### src/hdl/dcm_pkg.sv
// ----------------------------------------------------------------------------
// dcm_pkg
// Shared types, constants and chip functions of the DSSS/CCK chip mapper.
// ----------------------------------------------------------------------------
package dcm_pkg;

  typedef enum logic [1:0] {
    FuncDbpsk = 2'd0,
    FuncDqpsk = 2'd1,
    FuncCck55 = 2'd2,
    FuncCck11 = 2'd3
  } func_e;

  localparam int unsigned ChipW   = 22;
  localparam int unsigned CountW  = 4;
  localparam int unsigned BarkerLen = 11;
  localparam int unsigned CckLen  = 8;

  localparam logic [CountW-1:0] BarkerCount = CountW'(BarkerLen);
  localparam logic [CountW-1:0] CckCount    = CountW'(CckLen);

  // Barker chips 1, 4, 8, 9 and 10 are inverted
  localparam logic [BarkerLen-1:0] BarkerNegMask = 11'h712;

  // Gray code for a dibit: 0->0, 1->1, 2->3, 3->2
  localparam logic [3:0][1:0] GrayMap = {2'd2, 2'd3, 2'd1, 2'd0};

  // input to the symbol unit
  typedef struct packed {
    func_e      func;
    logic [7:0] bits;     // remaining byte bits, next symbol in the LSBs
    logic [1:0] phase;    // running phase before this symbol
    logic       parity;
  } sym_req_t;

  // result of the symbol unit
  typedef struct packed {
    logic [1:0]        phase;   // running phase after this symbol
    logic [ChipW-1:0]  chips;
    logic [CountW-1:0] count;
  } sym_rsp_t;

  function automatic logic [ChipW-1:0] barker_chips(input logic [1:0] ph);
    logic [ChipW-1:0] c;
    c = '0;
    for (int k = 0; k < BarkerLen; k++) begin
      c[2*k +: 2] = BarkerNegMask[k] ? ph + 2'd2 : ph;
    end
    return c;
  endfunction

  function automatic logic [ChipW-1:0] cck_chips(input logic [1:0] p1,
                                                 input logic [1:0] p2,
                                                 input logic [1:0] p3,
                                                 input logic [1:0] p4);
    logic [ChipW-1:0] c;
    c = '0;
    c[1:0]   = p1 + p2 + p3 + p4;
    c[3:2]   = p1 + p3 + p4;
    c[5:4]   = p1 + p2 + p4;
    c[7:6]   = p1 + p4 + 2'd2;
    c[9:8]   = p1 + p2 + p3;
    c[11:10] = p1 + p3;
    c[13:12] = p1 + p2 + 2'd2;
    c[15:14] = p1;
    return c;
  endfunction

endpackage

### src/hdl/dsss_cck_chip_mapper.sv
// ----------------------------------------------------------------------------
// dsss_cck_chip_mapper
// Maps data bytes to differentially encoded Barker or CCK chip symbols.
// ----------------------------------------------------------------------------
//  channel  | dir | tdata                 | tuser                     | tlast
//  s_axis   | in  | [7:0] data_byte       | [1:0] func, [2] mode_chg  | -
//  m_axis   | out | [21:0] chip_phases    | [3:0] chip_count          | last_of_byte
//
//  A byte yields 8 (DBPSK), 4 (DQPSK), 2 (CCK 5.5) or 1 (CCK 11) symbols,
//  one per cycle through the shared symbol unit after the accept cycle
//  unless back-pressure holds the output register.
//  Input is ready only while the sequencer is idle; the output register
//  holds a symbol under back-pressure and the sequencer waits on it.
//  Reset clears the running phase, the symbol parity and all valid flags.
// ----------------------------------------------------------------------------
module dsss_cck_chip_mapper import dcm_pkg::*; (
  input  logic        clk_i,
  input  logic        rst_ni,
  input  logic        s_axis_tvalid,
  output logic        s_axis_tready,
  input  logic [7:0]  s_axis_tdata,   // [7:0] data_byte
  input  logic [2:0]  s_axis_tuser,   // [1:0] func, [2] mode_change
  output logic        m_axis_tvalid,
  input  logic        m_axis_tready,
  output logic [23:0] m_axis_tdata,   // [21:0] chip_phases, [23:22] zero
  output logic [3:0]  m_axis_tuser,   // [3:0] chip_count
  output logic        m_axis_tlast    // last_of_byte
);

  typedef enum logic [1:0] {
    StIdle = 2'b01,
    StRun  = 2'b10
  } state_e;

  state_e            state_q, state_d;
  func_e             func_q;
  logic [7:0]        byte_q, byte_d;
  logic [2:0]        rem_q, rem_d;      // symbols left after the current one
  logic [1:0]        phase_q, phase_d;
  logic              parity_q, parity_d;
  logic              out_valid_q, out_valid_d;
  logic [ChipW-1:0]  out_chips_q;
  logic [CountW-1:0] out_count_q;
  logic              out_last_q;

  logic     in_acc;
  logic     step;
  sym_req_t req;
  sym_rsp_t rsp;

  assign s_axis_tready = (state_q == StIdle);
  assign in_acc        = s_axis_tvalid && s_axis_tready;
  assign step          = (state_q == StRun) && (!out_valid_q || m_axis_tready);

  assign req.func   = func_q;
  assign req.bits   = byte_q;
  assign req.phase  = phase_q;
  assign req.parity = parity_q;

  dcm_sym_unit u_sym (
    .req_i (req),
    .rsp_o (rsp)
  );

  always_comb begin
    state_d     = state_q;
    byte_d      = byte_q;
    rem_d       = rem_q;
    phase_d     = phase_q;
    parity_d    = parity_q;
    out_valid_d = out_valid_q;
    if (m_axis_tready) begin
      out_valid_d = 1'b0;
    end
    case (state_q)
      StIdle: begin
        if (in_acc) begin
          state_d = StRun;
          byte_d  = s_axis_tdata;
          if (s_axis_tuser[2]) begin
            parity_d = 1'b0;
          end
          case (func_e'(s_axis_tuser[1:0]))
            FuncDbpsk: rem_d = 3'd7;
            FuncDqpsk: rem_d = 3'd3;
            FuncCck55: rem_d = 3'd1;
            default:   rem_d = 3'd0;
          endcase
        end
      end
      StRun: begin
        if (step) begin
          out_valid_d = 1'b1;
          phase_d     = rsp.phase;
          parity_d    = ~parity_q;
          rem_d       = rem_q - 3'd1;
          case (func_q)
            FuncDbpsk: byte_d = {1'b0, byte_q[7:1]};
            FuncDqpsk: byte_d = {2'b0, byte_q[7:2]};
            default:   byte_d = {4'b0, byte_q[7:4]};
          endcase
          if (rem_q == 3'd0) begin
            state_d = StIdle;
          end
        end
      end
      default: begin
        state_d = StIdle;
      end
    endcase
  end

  always_ff @(posedge clk_i or negedge rst_ni) begin
    if (!rst_ni) begin
      state_q     <= StIdle;
      phase_q     <= 2'd0;
      parity_q    <= 1'b0;
      out_valid_q <= 1'b0;
      rem_q       <= 3'd0;
    end else begin
      state_q     <= state_d;
      phase_q     <= phase_d;
      parity_q    <= parity_d;
      out_valid_q <= out_valid_d;
      rem_q       <= rem_d;
    end
  end

  always_ff @(posedge clk_i) begin
    byte_q <= byte_d;
    if (in_acc) begin
      func_q <= func_e'(s_axis_tuser[1:0]);
    end
    if (step) begin
      out_chips_q <= rsp.chips;
      out_count_q <= rsp.count;
      out_last_q  <= (rem_q == 3'd0);
    end
  end

  assign m_axis_tvalid = out_valid_q;
  assign m_axis_tdata  = {2'b00, out_chips_q};
  assign m_axis_tuser  = out_count_q;
  assign m_axis_tlast  = out_last_q;

`ifndef SYNTHESIS
  // a symbol step always leaves a symbol in the output register
  assert property (@(posedge clk_i) disable iff (!rst_ni)
    step |=> m_axis_tvalid)
    else $error("symbol step lost");

  // a taken byte starts the sequencer
  assert property (@(posedge clk_i) disable iff (!rst_ni)
    in_acc |=> (state_q == StRun))
    else $error("byte accepted without run");

  // the final symbol of a byte returns the sequencer to idle
  assert property (@(posedge clk_i) disable iff (!rst_ni)
    (step && (rem_q == 3'd0)) |=> (s_axis_tready && m_axis_tlast))
    else $error("sequencer did not finish with last symbol");

  // chip count is Barker or CCK length
  assert property (@(posedge clk_i) disable iff (!rst_ni)
    m_axis_tvalid |-> (m_axis_tuser == BarkerCount || m_axis_tuser == CckCount))
    else $error("bad chip count");
`endif

endmodule

### src/hdl/dcm_sym_unit.sv
// ----------------------------------------------------------------------------
// dcm_sym_unit
// Maps one symbol: advances the running phase and forms its chips.
// ----------------------------------------------------------------------------
module dcm_sym_unit import dcm_pkg::*; (
  input  sym_req_t req_i,
  output sym_rsp_t rsp_o
);

  logic [1:0] gray_ph;
  logic [1:0] new_ph;

  assign gray_ph = GrayMap[req_i.bits[1:0]];

  always_comb begin
    new_ph = req_i.phase;
    rsp_o  = '0;
    case (req_i.func)
      FuncDbpsk: begin
        new_ph      = req_i.phase + {req_i.bits[0], 1'b0};
        rsp_o.chips = barker_chips(new_ph);
        rsp_o.count = BarkerCount;
      end
      FuncDqpsk: begin
        new_ph      = req_i.phase + gray_ph;
        rsp_o.chips = barker_chips(new_ph);
        rsp_o.count = BarkerCount;
      end
      FuncCck55: begin
        // odd symbols rotated by pi
        new_ph      = req_i.phase + gray_ph + {req_i.parity, 1'b0};
        rsp_o.chips = cck_chips(new_ph, {req_i.bits[2], 1'b1}, 2'd0,
                                {req_i.bits[3], 1'b0});
        rsp_o.count = CckCount;
      end
      FuncCck11: begin
        new_ph      = req_i.phase + gray_ph;
        rsp_o.chips = cck_chips(new_ph, req_i.bits[3:2], req_i.bits[5:4],
                                req_i.bits[7:6]);
        rsp_o.count = CckCount;
      end
      default: begin
        new_ph = req_i.phase;
      end
    endcase
    rsp_o.phase = new_ph;
  end

endmodule

### config.mk
export PLATFORM = sky130hd
export DESIGN_NAME = dsss_cck_chip_mapper
export DESIGN_NICKNAME = d
export VERILOG_FILES = /design/src/hdl/dcm_pkg.sv /design/src/hdl/dsss_cck_chip_mapper.sv /design/src/hdl/dcm_sym_unit.sv
export SDC_FILE = /design/constraint.sdc
export NUM_CORES = 1
export LEC_CHECK = 0
export ABC_CLOCK_PERIOD_IN_PS = 2800
export BUFFER_PORTS_ARGS = -buffer_cell sky130_fd_sc_hd__buf_2
export CORE_AREA = 2 2 49 97
export CTS_CLUSTER_DIAMETER = 100
export DETAILED_ROUTE_END_ITERATION = 12
export DIE_AREA = 0 0 51 99
export GPL_ROUTABILITY_DRIVEN = 0
export PLACE_DENSITY = 0.88
export SLEW_MARGIN = 0
export SYNTH_ARGS = -nofsm -noshare
export SYNTH_HDL_FRONTEND = slang
export SYNTH_SLANG_ARGS = --single-unit
### constraint.sdc
create_clock -name clk_i -period 2.8 [get_ports clk_i]
set_input_delay 0.28 -clock clk_i [delete_from_list [all_inputs] [get_ports clk_i]]
set_output_delay 0.28 -clock clk_i [all_outputs]
set_load 0.01 [all_outputs]
Word level (Yosys, flattened, before mapping)
Index checks and enable logic that the tools add are counted.
{"block": "word_totals", "out_inout_bits": 31, "wordCells": 79, "reg_bits": 46, "in_bits": 15}
{"block": "op_classes", "eq_ne": 11, "muxes": 23, "n_lt_le_gt_ge": 1, "n_addsub": 20, "bitwise": 1, "reduce_logical": 13}
{"cell": "one-hot mux 26 bit (4 select lines)", "count": 1}
{"cell": "adder 2 bit", "count": 13}
{"cell": "two-way mux 8 bit", "count": 2}
{"cell": "one-hot mux 8 bit (2 select lines)", "count": 1}
{"cell": "one-hot mux 7 bit (2 select lines)", "count": 1}
{"cell": "adder 2 bit (second input constant)", "count": 6}
{"cell": "one-hot mux 3 bit (3 select lines)", "count": 1}
{"cell": "equality test 2 bit (second input constant)", "count": 4}
{"cell": "two-way mux 2 bit", "count": 4}
{"cell": "equality test 2 x 1 -> 1 bit (second input constant)", "count": 3}
{"cell": "two-way mux 1 bit", "count": 6}
{"cell": "two-way mux 3 bit", "count": 2}
{"cell": "!= test 2 x 1 -> 1 bit (second input constant)", "count": 3}
{"cell": "one-hot mux 2 bit (3 select lines)", "count": 1}
{"cell": "one-hot mux 3 bit (2 select lines)", "count": 1}
{"cell": "AND reduction 3 bit", "count": 2}
{"cell": "binary-select mux 2 bit (select 2 bit)", "count": 1}
{"cell": "zero test 2 bit", "count": 2}
{"cell": "one-hot mux 2 bit (2 select lines)", "count": 1}
{"cell": "AND reduction 4 bit", "count": 1}
{"cell": "zero test 3 bit", "count": 1}
{"cell": "less-than comparator 2 x 3 -> 1 bit (second input constant)", "count": 1}
{"cell": "subtractor 3 x 1 -> 3 bit (second input constant)", "count": 1}
{"cell": "logical AND 1 bit", "count": 2}
{"cell": "other kinds (8)", "count": 8}

Depth between registers and ports, before layout
Gate-level depths: netlist (run 1).
{"block": "logic_depth", "word_depth": 7, "ltp_mapped": 9, "mapped_depth_nobuf": 9}

By module
A second synthesis (run 1) with hierarchy kept.
{"block": "hier_totals", "hier_cells": 200, "area_unflattened_um2": 2583.7}
{"module": "dsss_cck_chip_mapper", "seq_area_each_um2": 1337.5, "area_each_um2": 1820.5, "instances": 1, "cells_per_inst": 109}
{"module": "dcm_sym_unit", "seq_area_each_um2": 0.0, "area_each_um2": 763.2, "instances": 1, "cells_per_inst": 91}

Worst setup path after synthesis (run 1)
No wires, ideal clock.
{"block": "synth_path", "path_type": "reg2reg", "startpoint": "register byte_q[0]", "endpoint": "register out_chips_q[3] (data pin)", "setup_time_ns": 0.259, "path_buffers": 0, "required_time_ns": 2.541, "period_less_slack_ns": 2.453, "slack_ns": 0.347, "stages_incl_launch_ff": 10, "arrival_ns": 2.194, "path_cell_list": "edfxtp_1 -> xor2_1 -> ha_1 -> ha_1 -> ha_1 -> xnor2_1 -> xnor2_1 -> a21oi_1 -> a21oi_1 -> a211o_1"}
{"element": "start: declaration", "line": "dsss_cck_chip_mapper.sv:37", "text": "logic [7:0] byte_q, byte_d;"}
{"element": "start signal: assignment", "line": "dsss_cck_chip_mapper.sv:130", "text": "byte_q <= byte_d;"}
{"element": "end signal: assignment", "line": "dsss_cck_chip_mapper.sv:135", "text": "out_chips_q <= rsp.chips;"}
{"element": "end: declaration", "line": "dsss_cck_chip_mapper.sv:42", "text": "logic [ChipW-1:0] out_chips_q;"}

==> reports/qor.csv, run 1 <==
metric,value,unit
DIE HEIGHT,99,um
Vias per Instance,5.49,
Yosys warning count,0,
First DRT Iteration DRCs,21,
crit-path max FO,9,
Worst Hold Class,in -> reg,
Critical Path Source Type,flip-flop,
Worst-Skew Late Latency,0.29,ns
r2r endpoint,out_chips_q[3],
H-tree levels,2,
synthesized area per cell,10.4,sq um
clock sinks,39,
Tightest Pin Transition,0.704,ns
Critical Path End Type,flip-flop,
Root Buffer Master,clkbuf_8,
CTS Buf Count,5,
row count,34,
synth top area cells,"edfxtp_1 39%, dfrtp_1 8.7%, ha_1 5.5%",
reg2reg setup slack,0.15,ns
crit path time final,2.65,ns
Clock Skews,0.00728,ns
synth unique cells,39,
cell count after synthesis,221,
Synth area leader,edfxtp_1,
MaxCap Viol Count,0,
share of the synthesized area in the top cell type,39.3,%
"Reg clk slew, reported paths",0.07,ns
vias in the first global route,1665,
#FFs+latches synth,39,
largest net degree at the start of global routing,23,
post-synthesis sequential area ratio,49.1,%
cell with the most instances after synthesis,edfxtp_1,
CTS Buffer Depth,2,
initial core utilization,53.4,%
WP data arrival,2.70,ns
ys flop type,edfxtp_1,
Fill cells,389,
share of layout cells above drive strength 1,22.4,%
GRT Util Overall,19.2,%
Rel. slew slack,52.8,%
Final nets,279,
setup tns final,0,ns
required time worst endpoint,2.84,ns
vias,1696,
final WL,4.46,mm
TritonCTS clock tree,yes,
drt drc,0,
synthesis-to-finish area growth,12.2,%
num ports,46,
number of flops mapped to enable cells by yosys,30,
Ant. Diodes,0,
unrepaired setup endpoints after global routing,false,
final number of setup-violating endpoints,0,
I/O Buffers,41,
hold path endpoint,func_q[0],
final period utilization,94.8,%
Fmax,377,MHz
final hold vios,0,
critical path type,reg -> reg,
Synth top cells by count,"30 x edfxtp_1, 24 x a21oi_1, 20 x nand2_1, 18 x nor2_1, 13 x xnor2_1",
RR Startpoint,byte_q[0],
Hold Path Stages,1,
FF-to-FF path depth,9,
antenna violation net count after detailed routing,0,
Post-CTS Setup Bufs,0,
first-pass GRT wire length,7.35,mm
hold path startpoint,s_axis_tuser[0],
Max Slew Vio Count,0,
drt pass-1 iters,4,
core area,4300,sq um
initial antenna violation count,0,
DPL Wire Length,3.33,mm
die area,5050,sq um
Die W,51,um
"FFs w/ async S/R, synth",23.1,%
gr ovfl total,0,
Post-Syn Area,2290,sq um
drt wl/cell,14.4,um
outcome,"finished, final reports clean",
==> layout make-up <==
cell class | instances | area, sq um | share of cell area, %
sequential | 39 | 1130 | 43.8
inverter | 7 | 26.3 | 1.02
clock buffer | 6 | 72.6 | 2.82
tap | 54 | 67.6 | 2.62
clock inverter | 2 | 7.51 | 0.292
timing repair buffer | 46 | 245 | 9.52
multi-input combinational | 155 | 1030 | 39.9
==> kinds of logic (layout without fill, tap and decap cells) <==
family	after synthesis	count (layout)	synth area share [%]
AND/OR/NAND/NOR	58	58	11.3
flip-flops	39	39	49.1
AO/OA/AOI/OAI	48	48	11.9
adder cells (fa/ha/maj)	10	10	5.45
other	2	4	0.327
multiplexers	11	11	4.91
buffers and inverters	29	61	6.38
XOR/XNOR	24	24	10.5
==> worst max-delay path by stage <==
| stage | to | slack (ns) | from | cells after the start |
|---|---|---|---|---|
| finish | out_chips_q[3] | 0.15 | byte_q[0] | 9 |
| floorplan | out_chips_q[3] | 0.35 | byte_q[0] | 9 |
| detailed placement | out_chips_q[3] | 0.18 | byte_q[0] | 9 |
| global route | out_chips_q[3] | 0.01 | byte_q[0] | 9 |
| global placement | out_chips_q[3] | 0.26 | byte_q[0] | 9 |
| CTS | out_chips_q[3] | 0.17 | byte_q[0] | 9 |
==> repair_timing <==
action	in CTS	in global routing
hold buffers	1	0
hold endpoints to repair	8	0
resized for setup	0	0
==> through the flow <==
| step | utilization, % | worst slack [ns] | hold WS (ns) | cell area [sq um] | std cells |
|---|---|---|---|---|---|
| after floorplan | - | 0.347 | -0.0156 | 2300 | 223 |
| after global placement | 57.8 | 0.256 | 0.141 | 2480 | 300 |
| after detailed placement | 57.8 | 0.175 | 0.143 | 2480 | 300 |
| after CTS | 59.9 | 0.170 | 0.194 | 2570 | 309 |
| after global routing | 59.9 | 0.0115 | 0.203 | 2570 | 309 |
| final | 59.9 | 0.147 | 0.200 | 2570 | 309 |
==> cells in the final DEF, fill, tap and decap left out, types with 2 or more instances in the layout <==
master,instances
a21oi_1,24
a221oi_1,2
and2_1,2
buf_2,41
buf_4,4
clkbuf_8,5
clkinv_1,2
conb_1,4
dfrtp_1,8
edfxtp_1,30
ha_1,10
inv_1,7
mux2_2,2
mux2i_1,9
nand2_1,20
nand2b_1,2
nand3_1,5
nor2_1,18
nor2b_1,5
nor3_1,2
o21ai_0,9
o21ai_1,3
o22ai_1,2
o31ai_1,2
xnor2_1,13
xor2_1,8
xor2_2,2
==> sequential cells by signal, summed over array words and instances, names as in the netlist <==
| signal | flops |
|---|---|
| out_chips_q | 18 |
| state_q | 2 |
| func_q | 2 |
| byte_q | 8 |
| parity_q | 1 |
| m_axis_tvalid | 1 |
| m_axis_tlast | 1 |
| m_axis_tuser | 1 |
| rem_q | 3 |
| phase_q | 2 |
==> metal layers <==
metal  GRT usage [%]  wire length [um]  share of wire (%)  up-vias
met5               0                 0                  0        -
met4            9.98               167                3.7        0
met3            2.42               123                2.8       13
met2            36.0              2570                 58       44
met1            19.8              1590                 36      815
li1                -                 -                  -      824
==> critical path, cell delays in order, from the launching register on <==
cell	delay (ns)
edfxtp_1	0.48
xor2_1	0.21
ha_1	0.45
ha_1	0.30
ha_1	0.20
xnor2_1	0.13
xnor2_1	0.15
a21oi_1	0.13
a21oi_1	0.06
a211o_1	0.31
Power of run 1 is not shown: default switching activity piles up to over one toggle a cycle in this logic, so the estimate is an artifact.
==> inputs of run 2 (changes only) <==
--- a/config.mk
+++ b/config.mk
@@ -7,12 +7,12 @@
 export LEC_CHECK = 0
 export ABC_CLOCK_PERIOD_IN_PS = 2800
 export BUFFER_PORTS_ARGS = -buffer_cell sky130_fd_sc_hd__buf_2
-export CORE_AREA = 2 2 49 97
+export CORE_AREA = 2 2 68 70
 export CTS_CLUSTER_DIAMETER = 100
 export DETAILED_ROUTE_END_ITERATION = 12
-export DIE_AREA = 0 0 51 99
+export DIE_AREA = 0 0 70 72
 export GPL_ROUTABILITY_DRIVEN = 0
-export PLACE_DENSITY = 0.88
+export PLACE_DENSITY = 0.89
 export SLEW_MARGIN = 0
 export SYNTH_ARGS = -nofsm -noshare
 export SYNTH_HDL_FRONTEND = slang
==> reports/qor.csv, run 2 (synthesis results as in run 1) <==
metric,value,unit,change
Tightest Pin Transition,0.810,ns,was 0.704 ns
final WL,4.02,mm,was 4.46 mm
crit-path max FO,5,,was 9
first-pass GRT wire length,6.74,mm,was 7.35 mm
unrepaired setup endpoints after global routing,false,,unchanged
Critical Path End Type,flip-flop,,unchanged
drt wl/cell,13.1,um,was 14.4 um
r2r endpoint,out_chips_q[3],,unchanged
required time worst endpoint,2.85,ns,was 2.84 ns
Critical Path Source Type,flip-flop,,unchanged
CP cell instances,xor2_1 > ha_1 > ha_1 > ha_1 > xnor2_1 > xnor2_1 > a21oi_1 > a21oi_1 > a211o_1,,unchanged
First DRT Iteration DRCs,84,,was 21
Worst Hold Class,in -> reg,,unchanged
row count,24,,was 34
crit path time final,2.51,ns,was 2.65 ns
top sig layer,met4,,unchanged
I/O Buffers,41,,unchanged
Vias per Instance,5.40,,was 5.49
initial antenna violation count,0,,unchanged
Root Buffer Master,clkbuf_8,,unchanged
MaxCap Viol Count,0,,unchanged
critical path type,reg -> reg,,unchanged
die area,5040,sq um,was 5050 sq um
Fmax,398,MHz,was 377 MHz
hold path endpoint,func_q[0],,unchanged
vias,1658,,was 1696
final period utilization,89.7,%,was 94.8%
CTS Buf Count,5,,unchanged
num ports,46,,unchanged
CTS Buffer Depth,2,,unchanged
hold path startpoint,s_axis_tuser[0],,unchanged
share of layout cells above drive strength 1,23.1,%,was 22.4%
top flop regs,"out_chips_q x18, byte_q x8, rem_q x3",,unchanged
WP data arrival,2.56,ns,was 2.70 ns
Crit path top cell by count,ha_1,,unchanged
"slowest stage cell, crit path",edfxtp_1,,unchanged
M1 WL,1.78,mm,was 1.59 mm
reg2reg setup slack,0.29,ns,was 0.15 ns
Fill cells,336,,was 389
vias in the first global route,1558,,was 1665
Biggest register,out_chips_q,,unchanged
initial core utilization,53.8,%,was 53.4%
H-tree levels,2,,unchanged
Ant. Diodes,0,,unchanged
Hold Path Stages,1,,unchanged
outcome,"finished, final reports clean",,unchanged
synthesis-to-finish area growth,14.4,%,was 12.2%
FF-to-FF path depth,9,,unchanged
number of flip-flops in the largest register,18,,unchanged
largest net degree at the start of global routing,23,,unchanged
fin util,61.6,%,was 59.9%
Worst-Skew Late Latency,0.29,ns,about the same
wire length on met3,163,um,was 123 um
RR Startpoint,byte_q[0],,unchanged
TritonCTS clock tree,yes,,unchanged
gr ovfl total,0,,unchanged
drt drc,0,,unchanged
drt pass-1 iters,4,,unchanged
DR WL met2,1.97,mm,was 2.57 mm
Max Slew Vio Count,0,,unchanged
setup tns final,0,ns,unchanged
GRT Util Overall,16.9,%,was 19.2%
clock sinks,39,,unchanged
DPL Wire Length,2.98,mm,was 3.33 mm
max incr delay on CP,0.48,ns,about the same
antenna violation net count after detailed routing,0,,unchanged
Final nets,279,,unchanged
highest-count cells in the layout ignoring fill and taps,"41 x buf_2, 30 x edfxtp_1, 24 x a21oi_1",,unchanged
start point of the critical path,byte_q[0],,unchanged
"most common cell after layout, fill and taps aside",buf_2,,unchanged
DIE HEIGHT,72,um,was 99 um
Clock Skews,0.00722,ns,was 0.00728 ns
final number of setup-violating endpoints,0,,unchanged
Die W,70,um,was 51 um
core area,4260,sq um,was 4300 sq um
final hold vios,0,,unchanged
"Reg clk slew, reported paths",0.08,ns,was 0.07 ns
Rel. slew slack,45.9,%,was 52.8%
-- run 2: cell count changes in the layout (fill, tap and decap cells not counted) --
cell and change:
bufinv_16 +2, clkinv_1 -2
-- run 2: cell type report --
class	count	area (sq um)	area share, %
Clock inverter	2	60.1	2.29
Clock buffer	6	72.6	2.76
Timing Repair Buffer	46	245	9.34
Sequential cell	39	1130	42.9
Inverter	7	26.3	1.00
Multi-Input combinational cell	155	1030	39.2
Tap cell	52	65.1	2.48
-- run 2: through the flow --
| step | instance area (sq um) | instances | setup slack [ns] | hold WS (ns) |
|---|---|---|---|---|
| after global routing | 2630 | 307 | 0.165 | 0.197 |
| after CTS | 2630 | 307 | 0.302 | 0.185 |
| after global placement | 2480 | 298 | 0.364 | 0.140 |
| final | 2630 | 307 | 0.288 | 0.193 |
| after detailed placement | 2480 | 298 | 0.328 | 0.147 |
| after floorplan | 2300 | 223 | 0.347 | -0.0156 |
-- run 2: critical path: cells and delay by family (launching register included) --
kind,cells,cell delay [ns]
adders and majority gates,3,0.82
DFF,1,0.48
xor gates and xnor gates,3,0.48
AOI/OAI and AO/OA,3,0.48
-- run 2: how the worst max path moves through the flow --
stage | end | slack, ns | cells after the start
finish | out_chips_q[3] | 0.29 | 9
detailed placement | out_chips_q[3] | 0.33 | 9
global placement | out_chips_q[3] | 0.36 | 9
CTS | out_chips_q[3] | 0.30 | 9
global route | out_chips_q[5] | 0.17 | 8
floorplan | out_chips_q[3] | 0.35 | 9
-- run 2: layer usage --
metal	global-route usage [%]	vias to the layer above
li1	-	829
met1	20.2	770
met2	29.4	47
met3	3.06	12
met4	8.97	0
met5	0	-
-- run 2: repair_timing --
item	in CTS	in global routing
resized for setup	0	0
hold endpoints to repair	8	0
hold buffers	1	0
setup buffers	0	0
Power of run 2 is left out for the same reason.
